===== config.mk =====
export PLATFORM = sky130hd
export DESIGN_NAME = audio_peak_overview
export DESIGN_NICKNAME = d
export VERILOG_FILES = /design/src/rtl/core/apo_pkg.sv /design/src/rtl/core/audio_peak_overview.sv /design/src/rtl/core/apo_cfg.sv /design/src/rtl/core/apo_div.sv /design/src/rtl/core/apo_ctrl.sv
export SDC_FILE = /design/constraint.sdc
export NUM_CORES = 2
export LEC_CHECK = 0
export BUFFER_PORTS_ARGS = -buffer_cell sky130_fd_sc_hd__buf_4
export CORE_AREA = 5 5 524 578
export DETAILED_ROUTE_END_ITERATION = 7
export DIE_AREA = 0 0 529 583
export GPL_TIMING_DRIVEN = 0
export MAX_ROUTING_LAYER = met4
export SYNTH_ARGS = -nofsm -noshare
export SYNTH_HDL_FRONTEND = slang
export SYNTH_SLANG_ARGS = --single-unit

===== constraint.sdc =====
create_clock -name clk -period 7.8 [get_ports clk]
set_input_delay 1.17 -clock clk [delete_from_list [all_inputs] [get_ports clk]]
set_output_delay 1.17 -clock clk [all_outputs]
set_load 0.02 [all_outputs]

===== src/rtl/core/apo_pkg.sv =====
// ----------------------------------------------------------------------------
// apo_pkg
// Shared types and constants of the audio peak overview block.
// ----------------------------------------------------------------------------
package apo_pkg;

  localparam int LEVEL_W = 20;
  localparam int DIV_A_W = 36;
  localparam int DIV_B_W = 20;
  localparam int ADDR_W  = 4;

  localparam logic [LEVEL_W-1:0] Q16_ONE   = 20'h10000;
  localparam logic [LEVEL_W-1:0] LEVEL_MAX = 20'hFFFFF;

  localparam logic [1:0] REG_FORMAT   = 2'd0;
  localparam logic [1:0] REG_CHANNELS = 2'd1;
  localparam logic [1:0] REG_FRAMES   = 2'd2;
  localparam logic [1:0] REG_BINS     = 2'd3;

  localparam logic [1:0] FMT_U8  = 2'd0;
  localparam logic [1:0] FMT_S16 = 2'd1;
  localparam logic [1:0] FMT_F32 = 2'd2;

  localparam logic [1:0] ST_NORM   = 2'd0;
  localparam logic [1:0] ST_RAW    = 2'd1;
  localparam logic [1:0] ST_NODATA = 2'd2;

  typedef struct packed {
    logic [1:0]  sample_format;
    logic [3:0]  channel_count;
    logic [31:0] total_frames;
    logic [6:0]  bin_count;
  } cfg_t;

  typedef struct packed {
    logic [31:0] sample_word;
    logic        last_sample;
  } sample_t;

  typedef struct packed {
    logic [19:0] peak_level;
    logic [5:0]  bin_number;
    logic [1:0]  status;
    logic        last_bin;
  } result_t;

endpackage


===== src/rtl/core/audio_peak_overview.sv =====
// ----------------------------------------------------------------------------
// audio_peak_overview
// Waveform peak decimation of an interleaved PCM sample stream.
// ----------------------------------------------------------------------------
// Usage: samples enter one per request on the sample channel (valid/ready),
// channels interleaved; last_sample marks the final sample of a clip. The
// APB port sets format, channel count, total frames and bin count; write it
// only while the block is idle.
// A sample that closes a counted frame goes through the channel mean in
// the serial divider and the bin setup, then a peak store read and a
// write back for each bin it touches. After the last sample, each bin
// takes a store read, plus the divider when normalizing, then leaves
// through the result register; a run ends with last_bin set. A run
// without any counted frame gives one no-data result.
// The result register frees the core as soon as a request is taken; when
// the receiver stalls, the core holds its next result and takes no sample.
// Reset clears the run and the registers; the peak store needs no clearing.
// ----------------------------------------------------------------------------
module audio_peak_overview
  import apo_pkg::*;
#(
  parameter int MAX_BINS     = 64,
  parameter int MAX_CHANNELS = 8
) (
  input  logic              clk,
  input  logic              rst,
  input  logic              sample_valid,
  output logic              sample_ready,
  input  sample_t           sample,
  output logic              result_valid,
  input  logic              result_ready,
  output result_t           result,
  input  logic              psel,
  input  logic              penable,
  input  logic              pwrite,
  input  logic [ADDR_W-1:0] paddr,
  input  logic [31:0]       pwdata,
  output logic [31:0]       prdata,
  output logic              pready
);

  cfg_t    cfg;
  logic    res_valid;
  logic    res_ready;
  result_t res_item;

  apo_cfg u_cfg (
    .clk     (clk),
    .rst     (rst),
    .psel    (psel),
    .penable (penable),
    .pwrite  (pwrite),
    .paddr   (paddr),
    .pwdata  (pwdata),
    .prdata  (prdata),
    .pready  (pready),
    .cfg     (cfg)
  );

  apo_ctrl #(
    .MAX_BINS     (MAX_BINS),
    .MAX_CHANNELS (MAX_CHANNELS)
  ) u_ctrl (
    .clk       (clk),
    .rst       (rst),
    .cfg       (cfg),
    .in_valid  (sample_valid),
    .in_ready  (sample_ready),
    .in_item   (sample),
    .res_valid (res_valid),
    .res_ready (res_ready),
    .res_item  (res_item)
  );

  // take a new result whenever the output register is empty or draining
  assign res_ready = !result_valid || result_ready;

  always_ff @(posedge clk) begin
    if (rst) begin
      result_valid <= 1'b0;
    end else if (res_valid && res_ready) begin
      result_valid <= 1'b1;
    end else if (result_ready) begin
      result_valid <= 1'b0;
    end
  end

  always_ff @(posedge clk) begin
    if (res_valid && res_ready) result <= res_item;
  end

endmodule


===== src/rtl/core/apo_cfg.sv =====
// ----------------------------------------------------------------------------
// apo_cfg
// APB register file: sample format, channel count, total frames, bin count.
// ----------------------------------------------------------------------------
module apo_cfg
  import apo_pkg::*;
(
  input  logic              clk,
  input  logic              rst,
  input  logic              psel,
  input  logic              penable,
  input  logic              pwrite,
  input  logic [ADDR_W-1:0] paddr,
  input  logic [31:0]       pwdata,
  output logic [31:0]       prdata,
  output logic              pready,
  output cfg_t              cfg
);

  logic       wr;
  logic [1:0] idx;

  assign pready = 1'b1;
  assign wr     = psel && penable && pwrite;
  assign idx    = paddr[3:2];

  always_ff @(posedge clk) begin
    if (rst) begin
      cfg.sample_format <= FMT_S16;
      cfg.channel_count <= 4'd2;
      cfg.total_frames  <= 32'd1;
      cfg.bin_count     <= 7'd64;
    end else if (wr) begin
      unique case (idx)
        REG_FORMAT:   cfg.sample_format <= pwdata[1:0];
        REG_CHANNELS: cfg.channel_count <= pwdata[3:0];
        REG_FRAMES:   cfg.total_frames  <= pwdata;
        REG_BINS:     cfg.bin_count     <= pwdata[6:0];
        default: ;
      endcase
    end
  end

  always_comb begin
    unique case (idx)
      REG_FORMAT:   prdata = {30'd0, cfg.sample_format};
      REG_CHANNELS: prdata = {28'd0, cfg.channel_count};
      REG_FRAMES:   prdata = cfg.total_frames;
      REG_BINS:     prdata = {25'd0, cfg.bin_count};
      default:      prdata = 32'd0;
    endcase
  end

endmodule


===== src/rtl/core/apo_div.sv =====
// ----------------------------------------------------------------------------
// apo_div
// Restoring divider, one quotient bit per cycle.
// ----------------------------------------------------------------------------
module apo_div
  import apo_pkg::*;
(
  input  logic               clk,
  input  logic               rst,
  input  logic               start,
  input  logic [DIV_A_W-1:0] dvd,
  input  logic [DIV_B_W-1:0] dvs,
  output logic               done,
  output logic [DIV_A_W-1:0] quo
);

  localparam int CW = $clog2(DIV_A_W + 1);

  logic [DIV_B_W:0]   rem;
  logic [DIV_B_W-1:0] dvs_q;
  logic [CW-1:0]      cnt;
  logic               busy;
  logic [DIV_B_W:0]   shifted;
  logic               take;

  assign shifted = {rem[DIV_B_W-1:0], quo[DIV_A_W-1]};
  assign take    = shifted >= {1'b0, dvs_q};

  always_ff @(posedge clk) begin
    if (rst) begin
      busy <= 1'b0;
      done <= 1'b0;
      cnt  <= '0;
    end else begin
      done <= 1'b0;
      if (start) begin
        busy <= 1'b1;
        cnt  <= CW'(DIV_A_W);
      end else if (busy) begin
        cnt <= cnt - 1'b1;
        if (cnt == CW'(1)) begin
          busy <= 1'b0;
          done <= 1'b1;
        end
      end
    end
  end

  always_ff @(posedge clk) begin
    if (start) begin
      rem   <= '0;
      quo   <= dvd;
      dvs_q <= dvs;
    end else if (busy) begin
      rem <= take ? (shifted - {1'b0, dvs_q}) : shifted;
      quo <= {quo[DIV_A_W-2:0], take};
    end
  end

endmodule


===== src/rtl/core/apo_ctrl.sv =====
// ----------------------------------------------------------------------------
// apo_ctrl
// Frame mixing, per-bin peak store with read-modify-write, and emission.
// ----------------------------------------------------------------------------
module apo_ctrl
  import apo_pkg::*;
#(
  parameter int MAX_BINS     = 64,
  parameter int MAX_CHANNELS = 8
) (
  input  logic    clk,
  input  logic    rst,
  input  cfg_t    cfg,
  input  logic    in_valid,
  output logic    in_ready,
  input  sample_t in_item,
  output logic    res_valid,
  input  logic    res_ready,
  output result_t res_item
);

  localparam int BIN_AW = (MAX_BINS > 1) ? $clog2(MAX_BINS) : 1;
  localparam int CNT_W  = $clog2(MAX_BINS + 1);
  localparam int CH_W   = $clog2(MAX_CHANNELS + 1);
  localparam int CH_IW  = (MAX_CHANNELS > 1) ? $clog2(MAX_CHANNELS) : 1;
  localparam int SUM_W  = LEVEL_W + $clog2(MAX_CHANNELS);
  localparam int PW     = CNT_W + 33;

  typedef enum logic [9:0] {
    S_IDLE  = 10'b0000000001,
    S_DIV   = 10'b0000000010,
    S_PREP1 = 10'b0000000100,
    S_PREP2 = 10'b0000001000,
    S_CHK   = 10'b0000010000,
    S_UPD   = 10'b0000100000,
    S_ERD   = 10'b0001000000,
    S_EGET  = 10'b0010000000,
    S_EDIV  = 10'b0100000000,
    S_EOUT  = 10'b1000000000
  } state_t;

  state_t state;

  logic [LEVEL_W-1:0] peak_mem [MAX_BINS];
  logic [LEVEL_W-1:0] rdata;

  logic [SUM_W-1:0]   chan_sum;
  logic [CH_IW-1:0]   chan_idx;
  logic [31:0]        frame_idx;
  logic [CNT_W-1:0]   cur_bin;
  logic [CNT_W-1:0]   fill;
  logic [LEVEL_W-1:0] ovr_max;
  logic [LEVEL_W-1:0] level;
  logic               last_pend;
  logic [CNT_W-1:0]   bin_i;
  logic [PW-1:0]      bnd;
  logic [PW-1:0]      m1;
  logic [PW-1:0]      m2;
  logic               n_le;
  logic [LEVEL_W-1:0] res_peak;
  logic [1:0]         res_st;

  logic [CNT_W-1:0]   r_eff;
  logic [CH_W-1:0]    ch_eff;
  logic [LEVEL_W-1:0] mag;
  logic [SUM_W-1:0]   sum_new;
  logic               accept;
  logic               frame_end;
  logic               counted;
  logic [32:0]        f1;
  logic [PW-1:0]      m1_prod;
  logic [PW-1:0]      bnd_prod;
  logic [PW-1:0]      bnd_step;
  logic [LEVEL_W-1:0] old_peak;
  logic               div_start;
  logic [DIV_A_W-1:0] div_a;
  logic [DIV_B_W-1:0] div_b;
  logic               div_done;
  logic [DIV_A_W-1:0] div_q;
  logic               mem_re;
  logic               mem_we;
  logic               res_last;

  function automatic logic [LEVEL_W-1:0] sample_mag(input logic [1:0] fmt,
                                                    input logic [31:0] w);
    logic [7:0]         b8;
    logic [7:0]         d8;
    logic [15:0]        v16;
    logic [7:0]         ex;
    logic [23:0]        sig;
    logic [4:0]         sh;
    logic [LEVEL_W-1:0] m;
    b8  = w[7:0];
    d8  = (b8 >= 8'd128) ? (b8 - 8'd128) : (8'd128 - b8);
    v16 = w[15] ? (16'd0 - w[15:0]) : w[15:0];
    ex  = w[30:23];
    sig = {1'b1, w[22:0]};
    sh  = 5'(8'd134 - ex);
    case (fmt)
      FMT_U8:  m = {3'd0, d8, 9'd0};
      FMT_F32: begin
        if (ex == 8'hFF)       m = (w[22:0] != 23'd0) ? '0 : LEVEL_MAX;
        else if (ex == 8'd0)   m = '0;
        else if (ex >= 8'd131) m = LEVEL_MAX;
        else if (ex < 8'd110)  m = '0;
        else                   m = LEVEL_W'(sig >> sh);
      end
      default: m = {3'd0, v16, 1'b0};
    endcase
    return m;
  endfunction

  always_comb begin
    if (cfg.bin_count == 7'd0)            r_eff = CNT_W'(1);
    else if (cfg.bin_count > MAX_BINS)    r_eff = CNT_W'(MAX_BINS);
    else                                  r_eff = CNT_W'(cfg.bin_count);
    if (cfg.channel_count == 4'd0)        ch_eff = CH_W'(1);
    else if (cfg.channel_count > MAX_CHANNELS) ch_eff = CH_W'(MAX_CHANNELS);
    else                                  ch_eff = CH_W'(cfg.channel_count);
  end

  assign in_ready  = (state == S_IDLE);
  assign accept    = in_valid && in_ready;
  assign mag       = sample_mag(cfg.sample_format, in_item.sample_word);
  assign sum_new   = chan_sum + SUM_W'(mag);
  assign frame_end = ((CH_W + 1)'(chan_idx) + 1'b1) >= (CH_W + 1)'(ch_eff);
  assign counted   = frame_idx < cfg.total_frames;
  assign f1        = {1'b0, frame_idx} + 33'd1;
  assign m1_prod   = f1 * r_eff;
  assign bnd_prod  = cur_bin * cfg.total_frames;
  assign bnd_step  = bnd + PW'(cfg.total_frames);
  assign old_peak  = (bin_i < fill) ? rdata : '0;

  always_comb begin
    if (state == S_IDLE) begin
      div_start = accept && frame_end && counted;
      div_a     = DIV_A_W'(sum_new);
      div_b     = DIV_B_W'(ch_eff);
    end else begin
      div_start = (state == S_EGET) && (ovr_max != '0);
      div_a     = {old_peak, 16'd0};
      div_b     = ovr_max;
    end
  end

  apo_div u_div (
    .clk   (clk),
    .rst   (rst),
    .start (div_start),
    .dvd   (div_a),
    .dvs   (div_b),
    .done  (div_done),
    .quo   (div_q)
  );

  // bins are touched in order, so only the check state and the emission read
  assign mem_re = ((state == S_CHK) && (bin_i < r_eff) && (bnd < m1)) || (state == S_ERD);
  // write the first touch of a bin even at zero so the entry becomes defined
  assign mem_we = (state == S_UPD) && ((level > old_peak) || (bin_i >= fill));

  always_ff @(posedge clk) begin
    if (mem_re) rdata <= peak_mem[bin_i[BIN_AW-1:0]];
    if (mem_we) peak_mem[bin_i[BIN_AW-1:0]] <= level;
  end

  always_ff @(posedge clk) begin
    if (rst) begin
      state     <= S_IDLE;
      chan_sum  <= '0;
      chan_idx  <= '0;
      frame_idx <= '0;
      cur_bin   <= '0;
      fill      <= '0;
      ovr_max   <= '0;
      last_pend <= 1'b0;
      bin_i     <= '0;
    end else begin
      unique case (state)
        S_IDLE: begin
          if (accept) begin
            last_pend <= in_item.last_sample;
            if (frame_end) begin
              chan_sum <= '0;
              chan_idx <= '0;
            end else begin
              chan_sum <= sum_new;
              chan_idx <= chan_idx + 1'b1;
            end
            bin_i <= '0;
            if (frame_end && counted) begin
              state <= S_DIV;
            end else if (in_item.last_sample) begin
              if (frame_idx == 32'd0) begin
                res_peak <= '0;
                res_st   <= ST_NODATA;
                state    <= S_EOUT;
              end else begin
                state <= S_ERD;
              end
            end
          end
        end
        S_DIV: begin
          if (div_done) begin
            level <= div_q[LEVEL_W-1:0];
            state <= S_PREP1;
          end
        end
        S_PREP1: begin
          m1    <= m1_prod;
          bnd   <= bnd_prod;
          n_le  <= {1'b0, cfg.total_frames} <= f1;
          bin_i <= cur_bin;
          if (level > ovr_max) ovr_max <= level;
          state <= S_PREP2;
        end
        S_PREP2: begin
          m2    <= m1 + PW'(r_eff);
          state <= S_CHK;
        end
        S_CHK: begin
          if (mem_re) begin
            state <= S_UPD;
          end else begin
            frame_idx <= frame_idx + 32'd1;
            bin_i     <= '0;
            state     <= last_pend ? S_ERD : S_IDLE;
          end
        end
        S_UPD: begin
          // close the bin once its end reaches the next frame
          if (bnd_step < m2 || n_le) cur_bin <= bin_i + 1'b1;
          if (bin_i >= fill) fill <= bin_i + 1'b1;
          bin_i <= bin_i + 1'b1;
          bnd   <= bnd_step;
          state <= S_CHK;
        end
        S_ERD: state <= S_EGET;
        S_EGET: begin
          if (ovr_max != '0) begin
            state <= S_EDIV;
          end else begin
            res_peak <= old_peak;
            res_st   <= ST_RAW;
            state    <= S_EOUT;
          end
        end
        S_EDIV: begin
          if (div_done) begin
            res_peak <= (div_q > DIV_A_W'(Q16_ONE)) ? Q16_ONE : div_q[LEVEL_W-1:0];
            res_st   <= ST_NORM;
            state    <= S_EOUT;
          end
        end
        S_EOUT: begin
          if (res_ready) begin
            if (res_last) begin
              chan_sum  <= '0;
              chan_idx  <= '0;
              frame_idx <= '0;
              cur_bin   <= '0;
              fill      <= '0;
              ovr_max   <= '0;
              state     <= S_IDLE;
            end else begin
              bin_i <= bin_i + 1'b1;
              state <= S_ERD;
            end
          end
        end
        default: state <= S_IDLE;
      endcase
    end
  end

  assign res_valid = (state == S_EOUT);
  assign res_last  = (res_st == ST_NODATA) || (CNT_W'(bin_i + 1'b1) == r_eff);

  always_comb begin
    res_item.peak_level = res_peak;
    res_item.bin_number = 6'(bin_i);
    res_item.status     = res_st;
    res_item.last_bin   = res_last;
  end

  ap_cur_fill: assert property (@(posedge clk) disable iff (rst) cur_bin <= fill)
    else $error("closed bins run past written bins");

  ap_div_state: assert property (@(posedge clk) disable iff (rst)
    div_done |-> (state == S_DIV || state == S_EDIV))
    else $error("divider finished outside a wait state");

  ap_norm_range: assert property (@(posedge clk) disable iff (rst)
    (res_valid && res_st == ST_NORM) |-> res_peak <= Q16_ONE)
    else $error("normalized peak above one");

  ap_out_hold: assert property (@(posedge clk) disable iff (rst)
    (state == S_EOUT && !res_ready) |=> (state == S_EOUT))
    else $error("result dropped while stalled");

endmodule

Yosys cells after proc, flatten, opt, wreduce, memory -nomap -nowiden

Memories as Yosys holds them, arrays and structs flattened. A register that Yosys moved wholly into a read port is not among the register bits.
Cells that the tools add are included.

Register bits after elaboration: 432
Memory bits (writable): 1280
Word-level logic and storage cells: 244
Memories: 1

Add/subtract/negate cells: 14
Multipliers: 2
Order comparisons: 17
Equality and inequality tests: 33
Shift operators: 1
Muxes and demuxes: 87
Bitwise logic cells: 2
Reductions and logical operators: 54

Memories:

| memory          | depth | width | rd ports | clocked after Yosys merged registers in | write ports | line           | RTL |
|---|---|---|---|---|---|---|---|
| u_ctrl.peak_mem | 64    | 20    | 1        | 1                                       | 1           | apo_ctrl.sv:44 | `logic [LEVEL_W-1:0] peak_mem [MAX_BINS];` |

Operator list:

| operator                                                        | count |
|---|---|
| two-way mux 20 bit                                              | 17 |
| case mux 32 bit (4 select lines)                                | 1 |
| two-way mux 36 bit                                              | 3 |
| two-way mux 32 bit                                              | 3 |
| two-way mux 23 bit                                              | 4 |
| two-way mux 10 bit                                              | 9 |
| case mux 10 bit (9 select lines)                                | 1 |
| two-way mux 7 bit                                               | 12 |
| < comparator 40 bit                                             | 2 |
| case mux 20 bit (2 select lines)                                | 2 |
| case mux 40 bit (2 select lines)                                | 1 |
| case mux 32 bit (2 select lines)                                | 1 |
| case mux 20 bit (3 select lines)                                | 1 |
| case mux 23 bit (2 select lines)                                | 1 |
| adder 40 x 32 -> 40 bit                                         | 1 |
| adder 40 x 7 -> 40 bit                                          | 1 |
| greater-than comparator 20 bit                                  | 2 |
| multiplier 33 x 7 -> 40 bit                                     | 1 |
| multiplier 7 x 32 -> 39 bit                                     | 1 |
| greater-than comparator 36 x 17 -> 1 bit, second input constant | 1 |
| case mux 7 bit (5 select lines)                                 | 1 |
| adder 32 x 1 -> 33 bit, second input constant                   | 1 |
| <= comparator 32 x 33 -> 1 bit                                  | 1 |
| adder 32 x 1 -> 32 bit, second input constant                   | 1 |
| other kinds (69)                                                | 141 |

Longest topological paths before layout

Word-level depth: 11
Depth in mapped cells: 28

Cells and area by module

From an unflattened synthesis, not the netlist that was laid out.

Cells, all modules: 7270
Area total of the unflattened synthesis: 89343.2 um2

Modules (own cells, without submodules):

| module              | instances | cells each | area an instance (um2) | seq. area each (um2) |
|---|---|---|---|---|
| apo_ctrl            | 1         | 6598       | 81638.3                | 46134.2 |
| apo_div             | 1         | 398        | 4506.8                 | 2242.2 |
| apo_cfg             | 1         | 240        | 2272.2                 | 900.9 |
| audio_peak_overview | 1         | 34         | 925.9                  | 890.9 |

Least setup slack after synthesis

OpenSTA, ideal clock, no wires.

Kind: input to register
Start point: input sample[24] in the netlist's numbering
End point: register u_ctrl.u_div.quo[22] (data pin)
Library setup time: 0.275 ns
Arrival: 6.722 ns
Required time: 7.525 ns
Setup slack: 0.802 ns
Stages: 25
Path buffers: 4
Cells stage by stage: clkbuf_1 > clkinv_1 > buf_1 > ha_1 > clkbuf_1 > buf_1 > mux2_2 > o21ai_0 > nor2_1 > a21oi_1 > o22ai_1 > a221oi_1 > nor2_1 > ha_1 > fa_1 > a21o_1 > a21oi_1 > o21a_1 > o31ai_1 > o31ai_1 > o31ai_1 > a221oi_1 > nor2_1 > xnor2_1 > o221ai_1

Cells in the longest elaborated chain, start to end: 10
Elaborated cells on any way between the ends: 14
Classes of those cells: add/sub (2); order compare (2); eq/ne (1); shift (1); mux (7); reduce/logical (1)

Ends and longest elaborated chain:

| item                                 | line                      | RTL |
|---|---|---|
| from (decl)                          | audio_peak_overview.sv:29 | `input sample_t sample,` |
| subtractor 3 x 5 -> 5 bit            | apo_ctrl.sv:98            | `sh = 5'(8'd134 - ex);` |
| right shift 24 x 5 -> 20 bit         | apo_ctrl.sv:106           | `else m = LEVEL_W'(sig >> sh);` |
| two-way mux 20 bit                   | apo_ctrl.sv:105           | `else if (ex < 8'd110) m = '0;` |
| two-way mux 20 bit                   | apo_ctrl.sv:104           | `else if (ex >= 8'd131) m = LEVEL_MAX;` |
| two-way mux 20 bit                   | apo_ctrl.sv:103           | `else if (ex == 8'd0) m = '0;` |
| two-way mux 20 bit (*)               | apo_ctrl.sv:102           | `if (ex == 8'hFF) m = (w[22:0] != 23'd0) ? '0 : LEVEL_MAX;` |
| case mux 20 bit (2 select lines) (*) | apo_ctrl.sv:99            | `case (fmt)` |
| adder 23 x 20 -> 23 bit (*)          | apo_ctrl.sv:125           | `assign sum_new = chan_sum + SUM_W'(mag);` |
| two-way mux 36 bit (*)               | apo_ctrl.sv:135           | `if (state == S_IDLE) begin` |
| two-way mux 36 bit (*)               | apo_div.sv:50             | `if (start) begin` |
| to (signal assigned)                 | apo_div.sv:52             | `quo <= dvd;` |
| to (signal assigned)                 | apo_div.sv:56             | `quo <= {quo[DIV_A_W-2:0], take};` |
| to (decl)                            | apo_div.sv:14             | `output logic [DIV_A_W-1:0] quo` |

Mark *: on every way between the ends. The rest lies on a longest branch, timed or not.
A chain may end at the register's enable or synchronous reset.

Worst setup path in the final report

Start point: register u_ctrl.cur_bin[5]
End point: register u_ctrl.bnd[35] (data pin)

Cells in the longest elaborated chain, start to end: 2

Ends and longest elaborated chain:

| item                             | line            | RTL |
|---|---|---|
| from (decl)                      | apo_ctrl.sv:50  | `logic [CNT_W-1:0] cur_bin;` |
| from (signal assigned)           | apo_ctrl.sv:232 | `if (bnd_step < m2 \|\| n_le) cur_bin <= bin_i + 1'b1;` |
| multiplier 7 x 32 -> 39 bit      | apo_ctrl.sv:130 | `assign bnd_prod = cur_bin * cfg.total_frames;` |
| case mux 40 bit (2 select lines) | apo_ctrl.sv:178 | `unique case (state)` |
| to (signal assigned)             | apo_ctrl.sv:211 | `bnd <= bnd_prod;` |
| to (signal assigned)             | apo_ctrl.sv:235 | `bnd <= bnd_step;` |
| to (decl)                        | apo_ctrl.sv:56  | `logic [PW-1:0] bnd;` |

No other way between the ends.

==> impl_results.md <==
- Post-synth EDFFs: 1548
- GRT overflow: 0
- CTS tree: yes
- Setup violators final: 0
- Root Buffer: clkbuf_16
- Dpl hpwl: 243 mm
- VDD IR max: about 0.23 mV
- Max_cap viols: 12
- Top cell type's share of synthesized area: 0.526
- Ys async rst share: 0
- Startpoint Class: flip-flop
- Initial core utilization: 0.298
- Final ANT Viol Nets: 0
- Layout Nets: about 8500
- Final period util: 0.976
- Sequential Power Share: 0.444
- RSZ-0062 raised after global routing: yes
- Fraction of layout cells with a size suffix above 1: 0.0890
- Worst path slowest cell: clkbuf_1
- Clock insertion delay at the later pin of the skew report: 0.87 ns
- Top cells by count, synth: 1548 x edfxtp_1, 637 x nand2_1, 570 x a22oi_1, 524 x nor2_1, 507 x inv_1
- Die footprint: 308000 um^2
- Status: complete, but fails checks
- Yosys cell types: roughly 90
- Skew final: between 0.08 and 0.09 ns
- Cell with the most instances after synthesis: edfxtp_1
- Failing checks: max-capacitance violations, max-slew violations
- Die width: approximately 530 um
- Post-synthesis sequential area ratio: 0.568
- Fill cells: ~29000
- Wire per inst: 28.5 um
- Synth warnings: 0
- Critical Path Fanout Max: 10
- Multi-input combinational cell area: 35800 um^2
- Setup TNS Final: 0 ns
- Drt drc: 0
- Sink Count: 1732
- Most common cell on crit path: fa_1
- Power Density: 230 nW/um^2
- Syn Nets: 8072
- Ys flop type: edfxtp_1
- FMAX: 131 MHz
- CTS hold repair buffers: 0
- Fin crit period: 7.61 ns
- Switching part of the total: 0.308
- Gate power share: 0.191
- Crit Path Class: flip-flop to flip-flop
- Delay of the slowest critical-path stage: 0.78 ns
- Via/cell ratio: 5.58
- Leak: 0.0369 uW
- All-layer global routing usage: 0.216
- Gate Count Post-Synth: 7285
- H-Tree Level Count: 4
- Slew margin rel.: -0.0451
- Psw: ~7300 uW
- FP Rows: 210
- Number of synthesized register bits: 1732
- Final hold violations: 0
- Cell accounting for the most synthesized area: edfxtp_1
- Port Buf Inserts: 129
- Worst Path Required: 8.32 ns
- Crit path max-delay family: compound AO/OA/AOI/OAI gates
- Clock transition at path regs: about 0.070 ns
- Reg-to-reg setup timing slack: 0.19 ns
- Drt pass-1 iters: 6
- Power Internal: 16500 uW
- Antenna violations before repair: 22
- Drt total wl: 336 mm
- 1st-iter DRT viols: between 8000 and 9000
- Vias in the first global route: 63800
- Largest net degree at the start of global routing: 37
- Area growth syn-to-layout: 16.9%
- Crit path cell chain: clkbuf_1 -> clkbuf_1 -> nand2_1 -> fa_1 -> inv_1 -> fa_1 -> fa_1 -> fa_1 -> ha_1 -> a211oi_1 -> o211ai_1 -> a41oi_1 -> o31ai_1 -> a31o_2 -> a31o_2 -> a22oi_1 -> nand2b_1 -> a21oi_1 -> xor2_1 -> o21ai_0
- Layout Utilization: 0.348
- Register area: ~50000 um^2
- First-pass GRT wire length: 469 mm
- Critical path arrival: between 8 and 9 ns
- Io pins: 140
- Placeable Area: slightly below 300000 um^2
- CTS Buffer Depth: 3
- Cts bufs inserted: 181
- Clock share of power: 0.365
- Synth Cell Area: 88400 um^2
- Final GP Congestion: 0.964
- Worst Path Buf+Inv: 3
- Least-Margin Pin Slew: 1.57 ns
- Setup crit end kind: flip-flop
- Via Count: 65900
- Total Power: 23800 uW
- Hold Crit Class: flip-flop to flip-flop
- Largest cells by area after synthesis: edfxtp_1 53%, fa_1 7.0%, ha_1 5.7%
- Mean area per synthesized cell: roughly 12 um^2
- Vert. Die Dim: 583 um
- Slew Limit Fails: 101
through the flow:
stage	instances	hold WS [ns]	setup WS, ns	instance area (um^2)
final	11800	0.419	0.186	103000
after global routing	11800	0.432	-0.0795	103000
after CTS	11800	0.426	0.0472	103000
after detailed placement	11400	0.410	-1.00	96600
after global placement	11300	0.411	-2.04	94200
after floorplan	7285	0.400	0.802	88400
per-layer routing:
layer,share of wire,wire [um],track usage
met5,0,0,-
met1,0.38,129000,0.268
met4,0.058,19500,0.105
met2,0.46,153000,0.334
met3,0.10,35200,0.0474
repair_timing:
item,4_1_cts,5_1_grt
gates resized for setup,26,45
setup buffers,0,22
pin swaps,0,7
cloned,0,1
endpoints found under the setup margin,8,15
cell usage in the layout (no fill, tap or decap), types with 91 or more instances in the layout:
cell          n
a21oi_1     387
nand3_1     131
fa_1        307
ha_1        403
clkbuf_16   182
nor2_1      453
inv_1       507
a22oi_1     570
and2_1       91
nand2_1     637
xnor2_1     136
nand4_1      97
a21o_1      130
edfxtp_1   1548
o21ai_0     184
buf_4       166
dfxtp_1     184
clkbuf_1    371
power groups by stage:
stage               Clock, uW  Combinational [uW]  Sequential [uW]
floorplan                   0                2500            10700
global placement            0                4240            10800
detailed placement          0                4380            10800
CTS                      8680                4400            10600
global route             9080                4770            10600
finish                   8680                4540            10600
cell families (layout without fill, tap and decap cells):
family / Yosys count / count (layout) / synth area share
simple gates: 1860 / 1860 / 0.0976
compound gates: 1774 / 1774 / 0.137
flops: 1732 / 1732 / 0.568
buf+inv: 902 / 1468 / 0.0388
fa+ha+maj: 711 / 711 / 0.127
xor+xnor: 240 / 241 / 0.0239
mux: 65 / 65 / 0.00838
other cells: 1 / 22 / 0.0000424
final cells by class:
| cell class | instances | share of cell area |
|---|---|---|
| Antenna cell | 21 | 0.000509 |
| Timing Repair Buffer | 234 | 0.0286 |
| Clock inverter | 109 | 0.0113 |
| Inverter | 513 | 0.0186 |
| Sequential cell | 1732 | 0.486 |
| Buffer | 388 | 0.0147 |
| Tap cell | 3922 | 0.0475 |
| Multi-Input combinational cell | 4652 | 0.347 |
| Clock buffer | 224 | 0.0457 |
final timing paths:
path | to | depth (start not counted) | from
hold reg to reg | result[28] | 0 | u_ctrl.res_peak[19]
setup / recovery | u_ctrl.bnd[35] | 20 | u_ctrl.cur_bin[5]
hold / removal | result[28] | 0 | u_ctrl.res_peak[19]
setup reg to reg | u_ctrl.bnd[35] | 20 | u_ctrl.cur_bin[5]
sequential cells by signal, indices dropped and copies added, names as in the netlist, 2 cells and up:
register            cells
u_ctrl.chan_idx         3
u_ctrl.rdata           20
u_ctrl.u_div.dvs_q     20
u_ctrl.fill             7
u_ctrl.m1              40
result                 29
u_ctrl.bin_i            7
u_ctrl.bnd             40
u_ctrl.u_div.cnt        6
u_ctrl.u_div.quo       36
u_cfg.cfg              45
u_ctrl.res_st           2
u_ctrl.cur_bin          7
u_ctrl.res_peak        20
u_ctrl.frame_idx       32
u_ctrl.peak_mem      1280
u_ctrl.chan_sum        23
u_ctrl.level           20
u_ctrl.u_div.rem       20
u_ctrl.ovr_max         20
u_ctrl.state           10
u_ctrl.m2              40
Note: power is estimated with default switching activity, not from simulation.
